===== src/hw/rtl/fsmf_pkg.sv =====
// ----------------------------------------------------------------------------
// fsmf_pkg
// shared types and constants of the first substring match finder
// ----------------------------------------------------------------------------
package fsmf_pkg;

    localparam int BYTE_W      = 8;
    localparam int CFG_INDEX_W = 3;
    localparam int CFG_DATA_W  = 64;
    localparam int LEN_W       = 6;
    localparam int POS_W       = 16;

    localparam logic [CFG_INDEX_W-1:0] CFG_IDX_PATTERN_A = 3'd0;
    localparam logic [CFG_INDEX_W-1:0] CFG_IDX_PATTERN_B = 3'd1;
    localparam logic [CFG_INDEX_W-1:0] CFG_IDX_PATTERN_C = 3'd2;
    localparam logic [CFG_INDEX_W-1:0] CFG_IDX_PATTERN_D = 3'd3;
    localparam logic [CFG_INDEX_W-1:0] CFG_IDX_LENGTH    = 3'd4;

    typedef struct packed {
        logic                   wr;
        logic [CFG_INDEX_W-1:0] index;
        logic [CFG_DATA_W-1:0]  data;
    } t_cfg_write;

    typedef struct packed {
        logic take;
        logic clear;
    } t_cell_ctrl;

endpackage


===== src/hw/rtl/fsmf_cell.sv =====
// ----------------------------------------------------------------------------
// fsmf_cell
// one pattern byte and its prefix match bit, fed by the previous cell's bit
// ----------------------------------------------------------------------------
module fsmf_cell #(
    parameter int BYTE_IDX = 0
) (
    input  logic                     i_clk,
    input  logic                     i_rst_n,
    input  fsmf_pkg::t_cfg_write     i_cfg,
    input  fsmf_pkg::t_cell_ctrl     i_ctrl,
    input  logic [fsmf_pkg::BYTE_W-1:0] i_text_byte,
    input  logic                     i_enable,
    input  logic                     i_prev_bit,
    output logic                     o_bit,
    output logic                     o_next_bit
);
    import fsmf_pkg::*;

    localparam logic [CFG_INDEX_W-1:0] REG_IDX =
        CFG_IDX_PATTERN_A + CFG_INDEX_W'(BYTE_IDX / 8);
    localparam int LANE = BYTE_IDX % 8;

    logic [BYTE_W-1:0] r_pat_byte;
    logic              r_bit;
    logic              n_bit;

    assign n_bit      = i_enable & i_prev_bit & (r_pat_byte == i_text_byte);
    assign o_bit      = r_bit;
    assign o_next_bit = n_bit;

    always_ff @(posedge i_clk) begin
        if (!i_rst_n) begin
            r_pat_byte <= '0;
        end else if (i_cfg.wr && i_cfg.index == REG_IDX) begin
            r_pat_byte <= i_cfg.data[LANE*BYTE_W +: BYTE_W];
        end
    end

    always_ff @(posedge i_clk) begin
        if (!i_rst_n) begin
            r_bit <= 1'b0;
        end else if (i_ctrl.clear) begin
            r_bit <= 1'b0;
        end else if (i_ctrl.take) begin
            r_bit <= n_bit;
        end
    end

endmodule


===== src/hw/rtl/first_substring_match_finder.sv =====
// ----------------------------------------------------------------------------
// first_substring_match_finder
// streaming shift-and search for the first occurrence of a configured pattern
// the result is registered and appears in the cycle after the transfer of the last item
// throughput: one text byte per cycle while the input is not stalled, set by the cell row update
// result held in an output register, input stalls while it waits unaccepted
// synchronous active-low reset clears pattern, length and all per-text state
// ----------------------------------------------------------------------------
module first_substring_match_finder #(
    parameter int MAX_PATTERN_BYTES = 32,
    parameter int MAX_TEXT_BYTES    = 65536
) (
    input  logic                                i_clk,
    input  logic                                i_rst_n,
    input  logic                                i_in_valid,
    output logic                                o_in_ready,
    input  logic [fsmf_pkg::BYTE_W-1:0]         i_text_byte,
    input  logic                                i_no_byte,
    input  logic                                i_is_last,
    output logic                                o_out_valid,
    input  logic                                i_out_ready,
    output logic                                o_found,
    output logic [fsmf_pkg::POS_W-1:0]          o_match_position,
    output logic                                o_text_overflow,
    input  logic                                i_cfg_valid,
    output logic                                o_cfg_ready,
    input  logic [fsmf_pkg::CFG_INDEX_W-1:0]    i_cfg_index,
    input  logic [fsmf_pkg::CFG_DATA_W-1:0]     i_cfg_data
);
    import fsmf_pkg::*;

    localparam int CNT_W = $clog2(MAX_TEXT_BYTES + 1);
    localparam int SUB_W = (CNT_W > POS_W) ? CNT_W : POS_W;
    localparam int SEL_W = (MAX_PATTERN_BYTES > 1) ? $clog2(MAX_PATTERN_BYTES) : 1;
    localparam logic [CNT_W-1:0] CNT_MAX = CNT_W'(MAX_TEXT_BYTES);
    localparam logic [LEN_W-1:0] LEN_MAX = LEN_W'(MAX_PATTERN_BYTES);

    t_cfg_write cfg;
    t_cell_ctrl ctrl;

    logic [LEN_W-1:0]             r_len;
    logic [CNT_W-1:0]             r_cnt;
    logic                         r_seen;
    logic [POS_W-1:0]             r_start;
    logic                         r_ovf;
    logic                         r_out_valid;
    logic                         r_found;
    logic [POS_W-1:0]             r_pos;
    logic                         r_out_ovf;

    logic [LEN_W-1:0]             len_eff;
    logic [LEN_W-1:0]             len_m1;
    logic [MAX_PATTERN_BYTES-1:0] enable;
    logic [MAX_PATTERN_BYTES-1:0] vec;
    logic [MAX_PATTERN_BYTES-1:0] n_vec;
    logic [MAX_PATTERN_BYTES:0]   prev;
    logic                         accept;
    logic                         has_byte;
    logic                         hit;
    logic [SUB_W-1:0]             start_full;
    logic                         n_seen;
    logic [POS_W-1:0]             n_start;
    logic                         n_ovf;

    assign o_cfg_ready = 1'b1;
    assign cfg.wr      = i_cfg_valid;
    assign cfg.index   = i_cfg_index;
    assign cfg.data    = i_cfg_data;

    assign o_in_ready = !r_out_valid || i_out_ready;
    assign accept     = i_in_valid && o_in_ready;
    assign has_byte   = accept && !i_no_byte;
    assign ctrl.take  = has_byte && (r_cnt != CNT_MAX);
    assign ctrl.clear = accept && i_is_last;

    assign len_eff = (r_len > LEN_MAX) ? LEN_MAX : r_len;
    assign len_m1  = len_eff - LEN_W'(1);

    always_comb begin
        for (int k = 0; k < MAX_PATTERN_BYTES; k++) begin
            enable[k] = (LEN_W'(k) < len_eff);
        end
    end

    assign prev[0] = 1'b1;

    genvar g;
    generate
        for (g = 0; g < MAX_PATTERN_BYTES; g++) begin : g_cell
            fsmf_cell #(
                .BYTE_IDX (g)
            ) u_cell (
                .i_clk       (i_clk),
                .i_rst_n     (i_rst_n),
                .i_cfg       (cfg),
                .i_ctrl      (ctrl),
                .i_text_byte (i_text_byte),
                .i_enable    (enable[g]),
                .i_prev_bit  (prev[g]),
                .o_bit       (vec[g]),
                .o_next_bit  (n_vec[g])
            );
            assign prev[g+1] = vec[g];
        end
    endgenerate

    // match ends on this byte when the top active bit comes up
    assign hit = ctrl.take && (len_eff != '0) && !r_seen && n_vec[len_m1[SEL_W-1:0]];
    assign start_full = SUB_W'(r_cnt) - SUB_W'(len_m1);

    assign n_seen  = r_seen || hit;
    assign n_start = hit ? start_full[POS_W-1:0] : r_start;
    assign n_ovf   = r_ovf || (has_byte && (r_cnt == CNT_MAX));

    always_ff @(posedge i_clk) begin
        if (!i_rst_n) begin
            r_len <= '0;
        end else if (i_cfg_valid && i_cfg_index == CFG_IDX_LENGTH) begin
            r_len <= i_cfg_data[LEN_W-1:0];
        end
    end

    always_ff @(posedge i_clk) begin
        if (!i_rst_n) begin
            r_cnt   <= '0;
            r_seen  <= 1'b0;
            r_start <= '0;
            r_ovf   <= 1'b0;
        end else if (ctrl.clear) begin
            r_cnt   <= '0;
            r_seen  <= 1'b0;
            r_start <= '0;
            r_ovf   <= 1'b0;
        end else if (accept) begin
            r_cnt   <= ctrl.take ? r_cnt + CNT_W'(1) : r_cnt;
            r_seen  <= n_seen;
            r_start <= n_start;
            r_ovf   <= n_ovf;
        end
    end

    always_ff @(posedge i_clk) begin
        if (!i_rst_n) begin
            r_out_valid <= 1'b0;
        end else if (ctrl.clear) begin
            r_out_valid <= 1'b1;
        end else if (i_out_ready) begin
            r_out_valid <= 1'b0;
        end
    end

    // result payload
    always_ff @(posedge i_clk) begin
        if (ctrl.clear) begin
            if (len_eff == '0) begin
                r_found <= 1'b1;
                r_pos   <= '0;
            end else begin
                r_found <= n_seen;
                r_pos   <= n_seen ? n_start : '0;
            end
            r_out_ovf <= n_ovf;
        end
    end

    assign o_out_valid      = r_out_valid;
    assign o_found          = r_found;
    assign o_match_position = r_pos;
    assign o_text_overflow  = r_out_ovf;

endmodule


===== config.mk =====
export PLATFORM = sky130hd
export DESIGN_NAME = first_substring_match_finder
export DESIGN_NICKNAME = d
export VERILOG_FILES = /design/src/hw/rtl/fsmf_pkg.sv /design/src/hw/rtl/fsmf_cell.sv /design/src/hw/rtl/first_substring_match_finder.sv
export SDC_FILE = /design/constraint.sdc
export NUM_CORES = 1
export LEC_CHECK = 0
export CORE_MARGIN = 8
export CORE_UTILIZATION = 54
export CTS_CLUSTER_DIAMETER = 50
export DETAILED_ROUTE_END_ITERATION = 12
export DONT_BUFFER_PORTS = 1
export PLACE_DENSITY = 0.66
export SYNTH_ARGS = -nofsm -noshare
export SYNTH_HDL_FRONTEND = slang
export SYNTH_SLANG_ARGS = --single-unit

===== constraint.sdc =====
create_clock -name i_clk -period 5.7 [get_ports i_clk]
set_clock_uncertainty 0.1 [all_clocks]
set_input_delay 0.57 -clock i_clk [delete_from_list [all_inputs] [get_ports i_clk]]
set_output_delay 0.57 -clock i_clk [all_outputs]
set_load 0.005 [all_outputs]

Yosys cells after proc, flatten, opt, wreduce, memory -nomap -nowiden:

Cells that the tools add are included.

* output and inout bits: 21
* word-level logic and storage cells: 244
* input bits: 82
* bits in registers: 347

* equal/unequal tests: 38
* add/subtract/negate cells: 3
* reduce and logical (&&, ||, !) cells: 26
* bitwise gates (word level): 65
* order comparisons: 34
* mux-type cells: 6

Operators with widths (number)
* equality test 8 bit: 32
* less-than comparator 5 x 6 -> 1 bit, first input constant: 16
* AND 1 bit: 63
* less-than comparator 4 x 6 -> 1 bit, first input constant: 8
* less-than comparator 3 x 6 -> 1 bit, first input constant: 4
* adder 17 x 1 -> 17 bit, second input constant: 1
* equality test 17 bit, second input constant: 1
* inequality test 17 bit, second input constant: 1
* 2-to-1 mux 16 bit: 1
* subtractor 16 x 6 -> 16 bit: 1
* logical AND 1 bit: 13
* less-than comparator 1 x 6 -> 1 bit, first input constant: 2
* less-than comparator 2 x 6 -> 1 bit, first input constant: 2
* equality test 3 x 2 -> 1 bit, second input constant: 2
* > comparator 6 bit, second input constant: 1
* logical NOT 6 bit: 1
* less-than comparator 5 x 6 -> 1 bit, second input constant: 1
* 2-to-1 mux 6 bit: 1
* nonzero test 6 bit: 1
* subtractor 6 x 1 -> 6 bit, second input constant: 1
* binary-select mux 1 bit (select 5 bit): 1
* OR reduction 2 bit: 2
* equality test 3 x 1 -> 1 bit, second input constant: 1
* equality test 3 bit, second input constant: 1
* 7 further kinds: 14

Depth between registers and ports, before layout:

Gate-level depths: netlist (run 1).

* word-level depth: 11
* depth in mapped cells: 16
* depth with buffers taken out: 14

Cells and area by module:

From an unflattened synthesis (run 1), not the netlist that was laid out.

* cell total of the unflattened synthesis: 1982
* area total of the unflattened synthesis: 18526.5 um2

By module, submodules not included
* fsmf_cell at g_cell[10].u_cell ...: instances 16, area an instance 451.7 um2, cells each 43, seq. area each 180.2 um2
* first_substring_match_finder: instances 1, area an instance 4092.7 um2, cells each 462, seq. area each 1381.3 um2
* fsmf_cell at g_cell[0].u_cell ...: instances 8, area an instance 455.4 um2, cells each 52, seq. area each 180.2 um2
* fsmf_cell at g_cell[24].u_cell ...: instances 8, area an instance 445.4 um2, cells each 52, seq. area each 180.2 um2

Least setup slack after synthesis (run 1):

OpenSTA, ideal clock, no wires.

* path kind: reg-to-reg
* start point: reg r_len[5]
* end point: reg r_pos[0] (netlist: o_match_position[0]) (data pin)
* buffers on the path: 2
* clock period less this slack: 3709 ps
* data arrival time: 3445 ps
* data required time: 5435 ps
* setup time: 165 ps
* setup slack: 1991 ps
* cell stages (with the launch flop): 13
* cell sequence: dfxtp_1 > buf_4 > nor2b_1 > clkinv_1 > ha_1 > nor2b_1 > a21oi_1 > or4_1 > mux4_2 > a2111oi_4 > o311ai_4 > buf_4 > o31ai_2

* cells in the longest elaborated chain, start to end: 11
* elaborated cells between the ends (all ways): 110
* those cells by class: add/sub: 2; order compare: 33; mux: 4; bitwise: 64; reduce/logical: 7

RTL lines
* start: declaration: RTL line first_substring_match_finder.sv:41 `logic [LEN_W-1:0] r_len;`
* start signal: assignment: RTL line first_substring_match_finder.sv:119 `r_len <= i_cfg_data[LEN_W-1:0];`
* > comparator 6 bit: RTL line first_substring_match_finder.sv:76 `assign len_eff = (r_len > LEN_MAX) ? LEN_MAX : r_len;`
* 2-to-1 mux 6 bit *: RTL line first_substring_match_finder.sv:76
* less-than comparator 1 x 6 -> 1 bit (tied with other cells): RTL line first_substring_match_finder.sv:81 `enable[k] = (LEN_W'(k) < len_eff);`
* AND 1 bit (2 in series): RTL line fsmf_cell.sv:28 `assign n_bit = i_enable & i_prev_bit & (r_pat_byte == i_text_byte);`
* binary-select mux 1 bit (select 5 bit): RTL line first_substring_match_finder.sv:108 `assign hit = ctrl.take && (len_eff != '0) && !r_seen && n_vec[len_m1[SEL_W-1:0]];`
* 2-to-1 mux 1 bit (implied by the code): RTL line first_substring_match_finder.sv:108
* logical AND 1 bit: RTL line first_substring_match_finder.sv:108
* logical OR 1 bit: RTL line first_substring_match_finder.sv:111 `assign n_seen = r_seen || hit;`
* NOT 1 bit (no source line)
* OR reduction 2 bit (no source line)
* end signal: assignment: RTL line first_substring_match_finder.sv:160 `r_pos <= n_seen ? n_start : '0;`
* end: declaration: RTL line first_substring_match_finder.sv:48 `logic [POS_W-1:0] r_pos;`

Mark *: on every way between the ends. The rest lies on a longest branch, timed or not. The select of a mux whose other input is x is not followed.
A chain may end at the register's enable or synchronous reset.

Final worst setup path (run 1):

Ends and elaborated chain as after synthesis.

==> impl_metrics.json, run 1 <==
{
  "clock_latency_ns": 0.52,
  "finalCritPeriodShare_pct": 73.11,
  "p_sw_share_pct": 22.41,
  "min-delay-start": "i_cfg_data[10]",
  "tightest_slew_ns": 1.220,
  "dp_cells": 2351,
  "crit_path_frequent_cell": "nor2b_1",
  "drive_gt1_share_pct": 4.460,
  "cts_tree": "done",
  "final_cell_mix": "nand2_1, dfxtp_1, a21boi_0, xnor2_1, xor2_1",
  "wl_microns": 48870,
  "num_antenna_cells": 0,
  "worstPathCellList": "nor2b_1, clkinv_1, ha_1, nor2b_1, a21oi_1, or4_1, mux4_2, a2111oi_4, o311ai_4, buf_4, o31ai_2",
  "p_int_uw": 4226,
  "critPathBufInv": 2,
  "synth_edf_count": 18,
  "crit_start": "r_len[5]$_SDFFE_PN0P_",
  "numClockSinks": 347,
  "port_buffers": 0,
  "synth_top_area_share_pct": 38.26,
  "first_iter_violations": 967,
  "hpwl_microns": 30610,
  "layout_commonest_cell": "nand2_1",
  "ctsHtreeMaxLevel": 2,
  "routedWlPerCell_microns": 20.19,
  "rows": 65,
  "cp-start-kind": "flip-flop",
  "cp-end-kind": "flip-flop",
  "async_flop_share_pct": 0,
  "synthesis.area_sq_um": 17220,
  "io_pins": 103,
  "clockBufferDepth": 3,
  "min_path_type": "in -> reg",
  "fmax_mhz": 240.0,
  "timing.rr.start": "r_len[5]$_SDFFE_PN0P_",
  "clkPwrFrac_pct": 47.4,
  "drc": 0,
  "synth_area_leaders": "dfxtp_1, nand2_1, a21boi_0, xnor2_1, xor2_1",
  "crit_path_max_fanout": 34,
  "grt_pass1_wl_microns": 77150,
  "ir_drop_uv": 276.6,
  "grt_max_degree": 266,
  "synth-main-ff-cell": "dfxtp_1",
  "cts_made_buffers": 41,
  "worstPathRequired_ns": 5.95,
  "finalCriticalPeriod_ns": 4.167,
  "yosys_register_bits": 347,
  "fp.dieH_microns": 194.6,
  "slowest_stage": "or4_1",
  "rsz0062_at_grt": "no",
  "yosysTopAreaCell": "dfxtp_1",
  "synth-warning-count": 0,
  "maxSlewViolCount": 0,
  "first_pass_iters": 5,
  "synth_compound_area_share_pct": 15.91,
  "grt_overflow": 0,
  "postCtsSetupRepairBufs": 0,
  "p_leak_uw": 0.006046,
  "slowest_delay_ns": 0.57,
  "hold_depth": 2,
  "pwr-share-comb_pct": 6.2,
  "synth_top_family_by_area": "simple AND/OR/NAND/NOR gates",
  "cap_viol_max_count": 0,
  "avgSynthCellArea_sq_um": 8.217,
  "grt_pass1_vias": 13570,
  "grt_usage_pct": 25.35,
  "power.density_nw_per_um2": 294.4,
  "clkSlewWorstSetupHoldPaths_ns": 0.06,
  "worst-path-stages": 11,
  "fillers": 2889,
  "place.gp.congestion": 0.8796,
  "critPathTopFamily": "simple AND/OR/NAND/NOR gates",
  "cts_hold_buf": 0,
  "synthAdderAreaFrac_pct": 0.9884,
  "fin_util_pct": 58.77,
  "ys_seq_area_share_pct": 41.40,
  "synth_xor_area_share_pct": 14.30,
  "postSynthCellCount": 2095,
  "power_frac_seq_pct": 46.3,
  "nets": 2087,
  "whs_ns": 0.09245,
  "via_count": 13780,
  "hold_viol": 0,
  "die_w_microns": 194.6,
  "synth-simple-area-share_pct": 21.62,
  "tns_ns": 0,
  "postRouteAntennaNets": 0,
  "path_class": "reg -> reg",
  "final_cells": 2420,
  "area_delta_synth_final_pct": 7.449,
  "outcome": "finished clean",
  "worstPathArrival_ns": 4.41,
  "avgViaCountPerCell": 5.694,
  "clockRootBuffer": "clkbuf_16",
  "synth_mux_area_share_pct": 1.534,
  "yosys.cell_types.count": 59,
  "p_switching_uw": 1221,
  "coreArea_sq_um": 31470,
  "start_util_pct": 54.70,
  "setup_violations": 0,
  "dieArea_sq_um": 37850,
  "grt_antenna_before_repair": 0,
  "synth_nets": 2190,
  "max_slew_margin_pct": 18.67,
  "r2r_cells": 11,
  "cts_resized": 0
}
## final cells by class
type	instances	area (sq um)	area share, %
clock buffers	58	1150	6.216
clock inverters	11	162.7	0.8793
inverters	16	60.06	0.3247
multi-input cells	1572	9390	50.76
flip-flops and latches	347	7127	38.53
well taps	402	503.0	2.719
repair buffers	14	105.1	0.5682
## worst paths after layout
path | slack, ns | end
worst min-delay path | 0.09 | g_cell[1].u_cell.r_pat_byte[2]$_SDFFE_PN0P_
worst max-delay path | 1.53 | o_match_position[0]$_SDFFCE_PP0P_
worst min register to register | 0.35 | g_cell[19].u_cell.o_bit$_SDFFE_PP0P_
worst max register to register | 1.53 | o_match_position[0]$_SDFFCE_PP0P_
## sequential cells by signal, summed over array words and instances (netlist names)
name / cells
g_cell.u_cell.r_pat_byte: 256
g_cell.u_cell.o_bit: 31
r_cnt: 17
o_match_position: 16
r_start: 16
r_len: 6
o_found: 1
o_out_valid: 1
o_text_overflow: 1
r_ovf: 1
r_seen: 1
## synth_stat cells (8+ instances only)
| library cell | n |
|---|---|
| xnor2_1 | 216 |
| o2111ai_1 | 8 |
| nor2b_1 | 12 |
| or3_1 | 9 |
| clkbuf_1 | 117 |
| a21oi_1 | 43 |
| o21ai_1 | 16 |
| edfxtp_1 | 18 |
| ha_1 | 12 |
| buf_2 | 24 |
| nor3_1 | 18 |
| nand3_1 | 44 |
| mux2i_1 | 23 |
| nand2_1 | 616 |
| buf_4 | 8 |
| a21boi_0 | 258 |
| inv_1 | 15 |
| o21ai_0 | 15 |
| nor2_1 | 55 |
| dfxtp_1 | 329 |
| nor4_1 | 38 |
| nand4_1 | 44 |
| xor2_1 | 65 |
| buf_1 | 10 |
## power groups by stage
stage	registers, uW	clock network, uW	logic (uW)
after floorplan	2570	0	328
after global placement	2580	0	334
after detailed placement	2580	0	338
after CTS	2520	2620	340
after global routing	2530	2710	375
final	2520	2580	340
## through the flow
| stage | power [uW] | cell area [sq um] | setup slack, ns |
|---|---|---|---|
| floorplan | 2895 | 17220 | 1.991 |
| global placement | 2910 | 17190 | 1.633 |
| detailed placement | 2915 | 17190 | 1.551 |
| CTS | 5485 | 18500 | 1.511 |
| global route | 5615 | 18500 | 1.097 |
| finish | 5446 | 18500 | 1.533 |
## per-layer routing
metal  vias to the layer above  track usage [%]  wire length [microns]
li1                       6710                -                      -
met1                      6630            33.78                  22310
met2                       356            41.59                  22500
met3                        83            4.388                   2793
met4                         0            7.468                   1264
met5                         -                0                      0
## cell families after synthesis
group,count (synthesis)
AO/OA/AOI/OAI,380
XOR/XNOR,281
buffers and inverters,176
flip-flops,347
multiplexers,25
adder cells (fa/ha/maj),13
AND/OR/NAND/NOR,872
other,1
No activity file was read; power rests on OpenSTA's default activity.
==> run 2: changes to the inputs <==
--- a/config.mk
+++ b/config.mk
@@ -5,6 +5,7 @@
 export SDC_FILE = /design/constraint.sdc
 export NUM_CORES = 1
 export LEC_CHECK = 0
+export ABC_AREA = 1
 export CORE_MARGIN = 8
 export CORE_UTILIZATION = 54
 export CTS_CLUSTER_DIAMETER = 50
==> constraint.sdc (replaced) <==
create_clock -name i_clk -period 4 [get_ports i_clk]
set_clock_uncertainty 0.1 [all_clocks]
set_input_delay 0.4 -clock i_clk [delete_from_list [all_inputs] [get_ports i_clk]]
set_output_delay 0.4 -clock i_clk [all_outputs]
set_load 0.005 [all_outputs]
==> run 2 against run 1 <==
Against the previous run:
- cell count increased by 27%
- flip-flop and latch count is the same
- sequential share of layout area shrank 2.6 points
- routed wire length increased by 13%
- die area up 1.6%
- core utilization grew 2.8 points
- synthesized cell count rose by 26%
- synthesized area is 1.8% higher
- design area grew 7.2%
- critical path type unchanged
- critical endpoint is now o_match_position[9]$_SDFFCE_PP0P_
- largest cell class unchanged
- largest power group unchanged
==> impl_metrics.json, run 2 <==
{
  "io_pins": 103,
  "tightest_slew_ns": 1.157,
  "wl_microns": 55450,
  "rows": 66,
  "final_cell_mix": "nand2_1, nor2_1, dfxtp_1, o21ai_0, inv_1",
  "total_power_uw": 8246,
  "p_leak_uw": 0.008110,
  "worstPathArrival_ns": 3.74,
  "clock_latency_ns": 0.54,
  "avgViaCountPerCell": 5.431,
  "outcome": "finished clean",
  "port_buffers": 0,
  "first_iter_violations": 1459,
  "synth_top_area_share_pct": 37.60,
  "grt_max_degree": 173,
  "finalCriticalPeriod_ns": 3.565,
  "yosys.cell_types.count": 41,
  "nets": 2729,
  "ctsHtreeMaxLevel": 2,
  "yosysMostFrequentCell": "nand2_1",
  "grt_antenna_before_repair": 3,
  "cp-start-kind": "flip-flop",
  "power.density_nw_per_um2": 416.0,
  "fin_util_pct": 61.55,
  "path_class": "reg -> reg",
  "yosysTopAreaCell": "dfxtp_1",
  "drive_gt1_share_pct": 4.394,
  "slowest_delay_ns": 0.44,
  "coreArea_sq_um": 32210,
  "async_flop_share_pct": 0,
  "grt_pass1_vias": 15140,
  "yosys_register_bits": 347,
  "largest_register_ffs": 256,
  "min_path_type": "in -> reg",
  "slowest_stage": "dfxtp_1",
  "first_pass_iters": 5,
  "crit_path_frequent_cell": "nand2_1",
  "fmax_mhz": 280.5,
  "worstPathCellList": "nor2_1, nand3_1, nand2_1, nand2_1, ha_1, inv_1, xor2_1, ha_1, nand2_1, nor2_1, a211oi_1, o21ai_0, nand2_1, nand2_1, nor2_1, nand2_1, xor2_1, o21ai_0, nor2_1",
  "die_w_microns": 196.1,
  "synth-main-ff-cell": "dfxtp_1",
  "numClockSinks": 347,
  "clockBufferDepth": 3,
  "maxSlewViolCount": 0,
  "largest_register": "g_cell.u_cell.r_pat_byte",
  "cap_viol_max_count": 0,
  "synthTopCellsByCount": "nand2_1, dfxtp_1, nor2_1",
  "area_delta_synth_final_pct": 13.15,
  "postSynthCellCount": 2643,
  "tns_ns": 0,
  "clkSlewWorstSetupHoldPaths_ns": 0.06,
  "synth_nets": 2738,
  "synth-warning-count": 0,
  "layout_commonest_cell": "nand2_1",
  "place.gp.congestion": 0.9615,
  "synth_edf_count": 18,
  "grt_usage_pct": 28.15,
  "grt_pass1_wl_microns": 86280,
  "crit_path_max_fanout": 6,
  "hpwl_microns": 35620,
  "fp.dieH_microns": 196.1,
  "ir_drop_uv": 311.6,
  "whs_ns": 0.01824,
  "grt_overflow": 0,
  "cts_made_buffers": 42,
  "clockRootBuffer": "clkbuf_16",
  "synthesis.area_sq_um": 17520,
  "synth_area_leaders": "dfxtp_1, nand2_1, o21ai_0, a21oi_1, nor2_1",
  "r2r_slack_ns": 0.43,
  "via_count": 16690,
  "max_slew_margin_pct": 22.87,
  "setup_violations": 0,
  "worstPathRequired_ns": 4.18,
  "rsz0062_at_grt": "no",
  "routedWlPerCell_microns": 18.04,
  "cp-end-kind": "flip-flop",
  "hold_viol": 0,
  "postRouteAntennaNets": 0,
  "cts_tree": "done",
  "avgSynthCellArea_sq_um": 6.628,
  "dieArea_sq_um": 38460,
  "drc": 0,
  "finalCritPeriodShare_pct": 89.13,
  "start_util_pct": 54.39,
  "ys_seq_area_share_pct": 40.68
}
## run 2: cell count changes in the layout (fill, tap and decap cells not counted), sizes merged, moves of 23 or more
cell	previous run	this run
xor2	65	28
nor2	55	328
a21boi	258	10
o21ai	31	323
dlygate4sd3	0	76
a21oi	43	252
nor4	38	6
nand3	44	98
inv	16	315
xnor2	216	55
mux2i	23	0
## run 2: logic make-up (layout without fill, tap and decap cells)
family | after synthesis | count (layout) | synth area share, %
other cells | 1 | 4 | 0.02141
xor+xnor | 83 | 83 | 4.150
compound gates | 607 | 607 | 17.75
buf+inv | 472 | 492 | 10.51
flops | 347 | 347 | 40.68
simple gates | 1120 | 1120 | 25.92
fa+ha+maj | 13 | 13 | 0.9713
## run 2: critical path: cells and delay by family, from the launching register on
family	cells	cell delay (ns)
and+or+nand+nor	11	1.12
AOI/OAI and AO/OA	3	0.68
adders and majority gates	2	0.57
DFF	1	0.44
xor gates and xnor gates	2	0.32
buffers and inverters	1	0.08
## run 2: final timing paths
path / cells after the start / to / start
max reg2reg: 19 / o_match_position[9]$_SDFFCE_PP0P_ / r_len[3]$_SDFFE_PN0P_
min: 2 / g_cell[30].u_cell.r_pat_byte[6]$_SDFFE_PN0P_ / i_cfg_data[54]
max: 19 / o_match_position[9]$_SDFFCE_PP0P_ / r_len[3]$_SDFFE_PN0P_
min reg2reg: 2 / g_cell[30].u_cell.r_pat_byte[2]$_SDFFE_PN0P_ / g_cell[30].u_cell.r_pat_byte[2]$_SDFFE_PN0P_
## run 2: per-stage QoR
| stage | area [sq um] | std cells | setup WS [ns] |
|---|---|---|---|
| floorplan | 17520 | 2643 | 0.5133 |
| global placement | 17650 | 2920 | 0.3931 |
| detailed placement | 17650 | 2920 | 0.3451 |
| CTS | 19810 | 3071 | 0.3224 |
| global route | 19820 | 3072 | 0.02044 |
| finish | 19820 | 3074 | 0.4348 |
## run 2: repair_timing
| action | 4_1_cts | 5_1_grt |
|---|---|---|
| setup endpoints to repair | 0 | 1 |
| resized for setup | 0 | 3 |
| setup buffers | 0 | 0 |
| endpoints found under the hold margin | 261 | 0 |
| hold buffers | 78 | 0 |
## run 2: layout make-up
| type | instances | area (sq um) |
|---|---|---|
| Fill cell | 2992 | 12380 |
| Multi-Input combinational cell | 1824 | 8583 |
| Sequential cell | 347 | 7131 |
| Clock buffer | 60 | 1221 |
| Inverter | 315 | 1185 |
| Timing Repair Buffer | 104 | 1061 |
| Tap cell | 408 | 510.5 |
| Clock inverter | 13 | 122.6 |
| Antenna cell | 3 | 7.507 |
## run 2: per-layer routing
| layer | vias up | GRT usage [%] | part of all wire (%) |
|---|---|---|---|
| met2 | 535 | 46.87 | 47 |
| met4 | 0 | 7.047 | 2.1 |
| met5 | - | 0 | 0 |
| met3 | 83 | 3.633 | 6.4 |
| met1 | 7692 | 38.19 | 45 |
| li1 | 8384 | - | - |
## run 2: power by group
part	switching, uW	leakage [uW]	internal [uW]
logic	565	0.00462	312
clock network	1510	0.000645	2200
registers	63.2	0.00285	3600
==> run 3: changes to the inputs <==
--- a/config.mk
+++ b/config.mk
@@ -6,12 +6,15 @@
 export NUM_CORES = 1
 export LEC_CHECK = 0
 export ABC_AREA = 1
+export CELL_PAD_IN_SITES_DETAIL_PLACEMENT = 0
+export CELL_PAD_IN_SITES_GLOBAL_PLACEMENT = 2
 export CORE_MARGIN = 8
-export CORE_UTILIZATION = 54
+export CORE_UTILIZATION = 36
+export CTS_BUF_LIST = sky130_fd_sc_hd__clkbuf_16
 export CTS_CLUSTER_DIAMETER = 50
 export DETAILED_ROUTE_END_ITERATION = 12
 export DONT_BUFFER_PORTS = 1
-export PLACE_DENSITY = 0.66
+export PLACE_DENSITY = 0.77
 export SYNTH_ARGS = -nofsm -noshare
 export SYNTH_HDL_FRONTEND = slang
 export SYNTH_SLANG_ARGS = --single-unit
==> run 3 against run 2 <==
Against the previous run:
- via count shrank 3.2%
- maximum frequency grew 0.15%
- register-to-register slack is essentially flat
- sequential power is essentially flat
- first-iteration DRC count shrank 24%
- largest power group unchanged
- global-route usage shrank 6.4 points
- die area grew 46%
==> impl_metrics.json, run 3 (synthesis gave the netlist of run 2 again) <==
{
  "outcome": "finished clean",
  "place.gp.congestion": 0.8413,
  "clockRootBuffer": "clkbuf_16",
  "area_delta_synth_final_pct": 15.39,
  "numClockSinks": 347,
  "power.density_nw_per_um2": 435.2,
  "critPathTopFamily": "simple AND/OR/NAND/NOR gates",
  "fmax_mhz": 280.9,
  "worstPathArrival_ns": 3.78,
  "slowest_delay_ns": 0.37,
  "placed_cell_area_sq_um": 17980,
  "grt_overflow": 0,
  "drc": 0,
  "rsz0062_at_grt": "no",
  "grt_pass1_wl_microns": 94860,
  "avgViaCountPerCell": 4.910,
  "hold_viol": 0,
  "cap_viol_max_count": 0,
  "largest_register": "g_cell.u_cell.r_pat_byte",
  "drive_gt1_share_pct": 4.576,
  "min_path_type": "in -> reg",
  "via_count": 16160,
  "clkSlewWorstSetupHoldPaths_ns": 0.06,
  "power_frac_seq_pct": 41.7,
  "ir_drop_uv": 332.0,
  "clkPwrFrac_pct": 48.1,
  "fp.dieH_microns": 236.6,
  "worstPathCellList": "inv_2, nand2_2, ha_1, inv_1, xor2_1, ha_1, nand2_1, nor2_1, a211oi_1, o21ai_0, nand2_1, nand2_1, nor2_1, nand2_1, xor2_1, o21ai_0, nor2_1",
  "routedWlPerCell_microns": 18.91,
  "worstPathRequired_ns": 4.22,
  "cp-start-kind": "flip-flop",
  "coreArea_sq_um": 48440,
  "p_int_uw": 6492,
  "met3_length_microns": 2924,
  "m1WireLength_microns": 29790,
  "start_util_pct": 36.16,
  "p_leak_uw": 0.008202,
  "cp-end-kind": "flip-flop",
  "cts_tree": "done",
  "path_class": "reg -> reg",
  "wl_microns": 62230,
  "p_switching_uw": 2306,
  "p_sw_share_pct": 26.21,
  "grt_usage_pct": 21.77,
  "ctsHtreeMaxLevel": 2,
  "first_iter_violations": 1103,
  "rows": 81,
  "hpwl_microns": 40440,
  "port_buffers": 0,
  "tns_ns": 0,
  "grt_max_degree": 264,
  "grt_pass1_vias": 15200,
  "clockBufferDepth": 3,
  "setup_violations": 0,
  "postRouteAntennaNets": 0,
  "layout_commonest_cell": "nand2_1",
  "finalCritPeriodShare_pct": 89.00,
  "tightest_slew_ns": 1.289,
  "maxSlewViolCount": 0,
  "critPathBufInv": 2,
  "cts_made_buffers": 48,
  "stdcell_area_sq_um": 20210,
  "nets": 2725,
  "io_pins": 103,
  "clock_latency_ns": 0.59,
  "met2_length_microns": 28260,
  "pwr-share-comb_pct": 10.2,
  "crit_path_max_fanout": 11,
  "first_pass_iters": 5,
  "dieArea_sq_um": 55970,
  "largest_register_ffs": 256,
  "whs_ns": 0.04908,
  "die_w_microns": 236.6,
  "top_layer": "met5",
  "final_cell_mix": "nand2_1, dfxtp_1, nor2_1, inv_1, o21ai_0",
  "slowest_stage": "dfxtp_2",
  "dp_cells": 3137,
  "grt_antenna_before_repair": 6,
  "final_cells": 3291,
  "crit_path_frequent_cell": "nand2_1",
  "max_slew_margin_pct": 14.06,
  "finalCriticalPeriod_ns": 3.560,
  "postCtsSetupRepairBufs": 0
}
[run 3: changes by cell type in the layout (fill, tap and decap cells not counted), moves of 2 or more]
cell and change:
buf_12 +3, clkinv_2 +2, clkinv_1 +7, clkinv_4 -3, inv_1 +12, clkbuf_8 -6, clkbuf_1 -10, bufinv_16 +4
clkbuf_16 +6, dlygate4sd3_1 -12
[run 3: cell type report]
type,count,area (sq um)
timing repair buffer,94,973.4
fill,5182,28230
clock inverter,36,306.5
inverter,315,1185
multi-input combinational,1824,8583
sequential,347,7129
tap,622,778.2
clock buffer,50,1251
antenna,3,7.507
[run 3: per-layer routing]
metal / vias to the layer above / track usage, %
li1: 8379 / -
met1: 7381 / 29.58
met2: 309 / 35.52
met3: 83 / 4.080
met4: 6 / 4.962
met5: - / 0
[run 3: metrics by stage]
stage	util, %	setup WS (ns)	power, uW
after global placement	37.11	0.3992	4497
final	41.73	0.4401	8798
after global routing	41.72	0.02641	9179
after detailed placement	37.11	0.3004	4505
after floorplan	-	0.5133	4342
after CTS	41.71	0.2680	8923
[run 3: worst reg2reg max path: cells and delay by family, from the launching register on]
family | cells | cell delay, ns
buffers and inverters | 2 | 0.26
AOI/OAI and AO/OA | 3 | 0.69
DFF | 1 | 0.37
adders and majority gates | 2 | 0.59
and+or+nand+nor | 8 | 0.95
xor gates and xnor gates | 2 | 0.35
[run 3: path summary, 6_finish.rpt]
check                                                 end  depth (start not counted)                                    startpoint  slack [ns]
max                     o_match_position[9]$_SDFFCE_PP0P_                         17                         r_len[5]$_SDFFE_PN0P_        0.44
min                              o_out_valid$_SDFFE_PN0P_                          5                                   i_out_ready        0.05
max reg2reg             o_match_position[9]$_SDFFCE_PP0P_                         17                         r_len[5]$_SDFFE_PN0P_        0.44
min reg2reg  g_cell[27].u_cell.r_pat_byte[5]$_SDFFE_PN0P_                          2  g_cell[27].u_cell.r_pat_byte[5]$_SDFFE_PN0P_        0.36
[run 3: repair_timing]
| action | CTS | global route |
|---|---|---|
| gates resized for setup | 0 | 2 |
| hold buffers | 65 | 0 |
| hold endpoints to repair | 263 | 0 |
| setup endpoints to repair | 0 | 3 |
[run 3: power by group through the flow]
stage	clock network [uW]	logic, uW	registers, uW
after global placement	0	759	3740
after CTS	4350	907	3670
after detailed placement	0	763	3740
after floorplan	0	616	3730
after global routing	4490	1010	3680
final	4230	899	3670
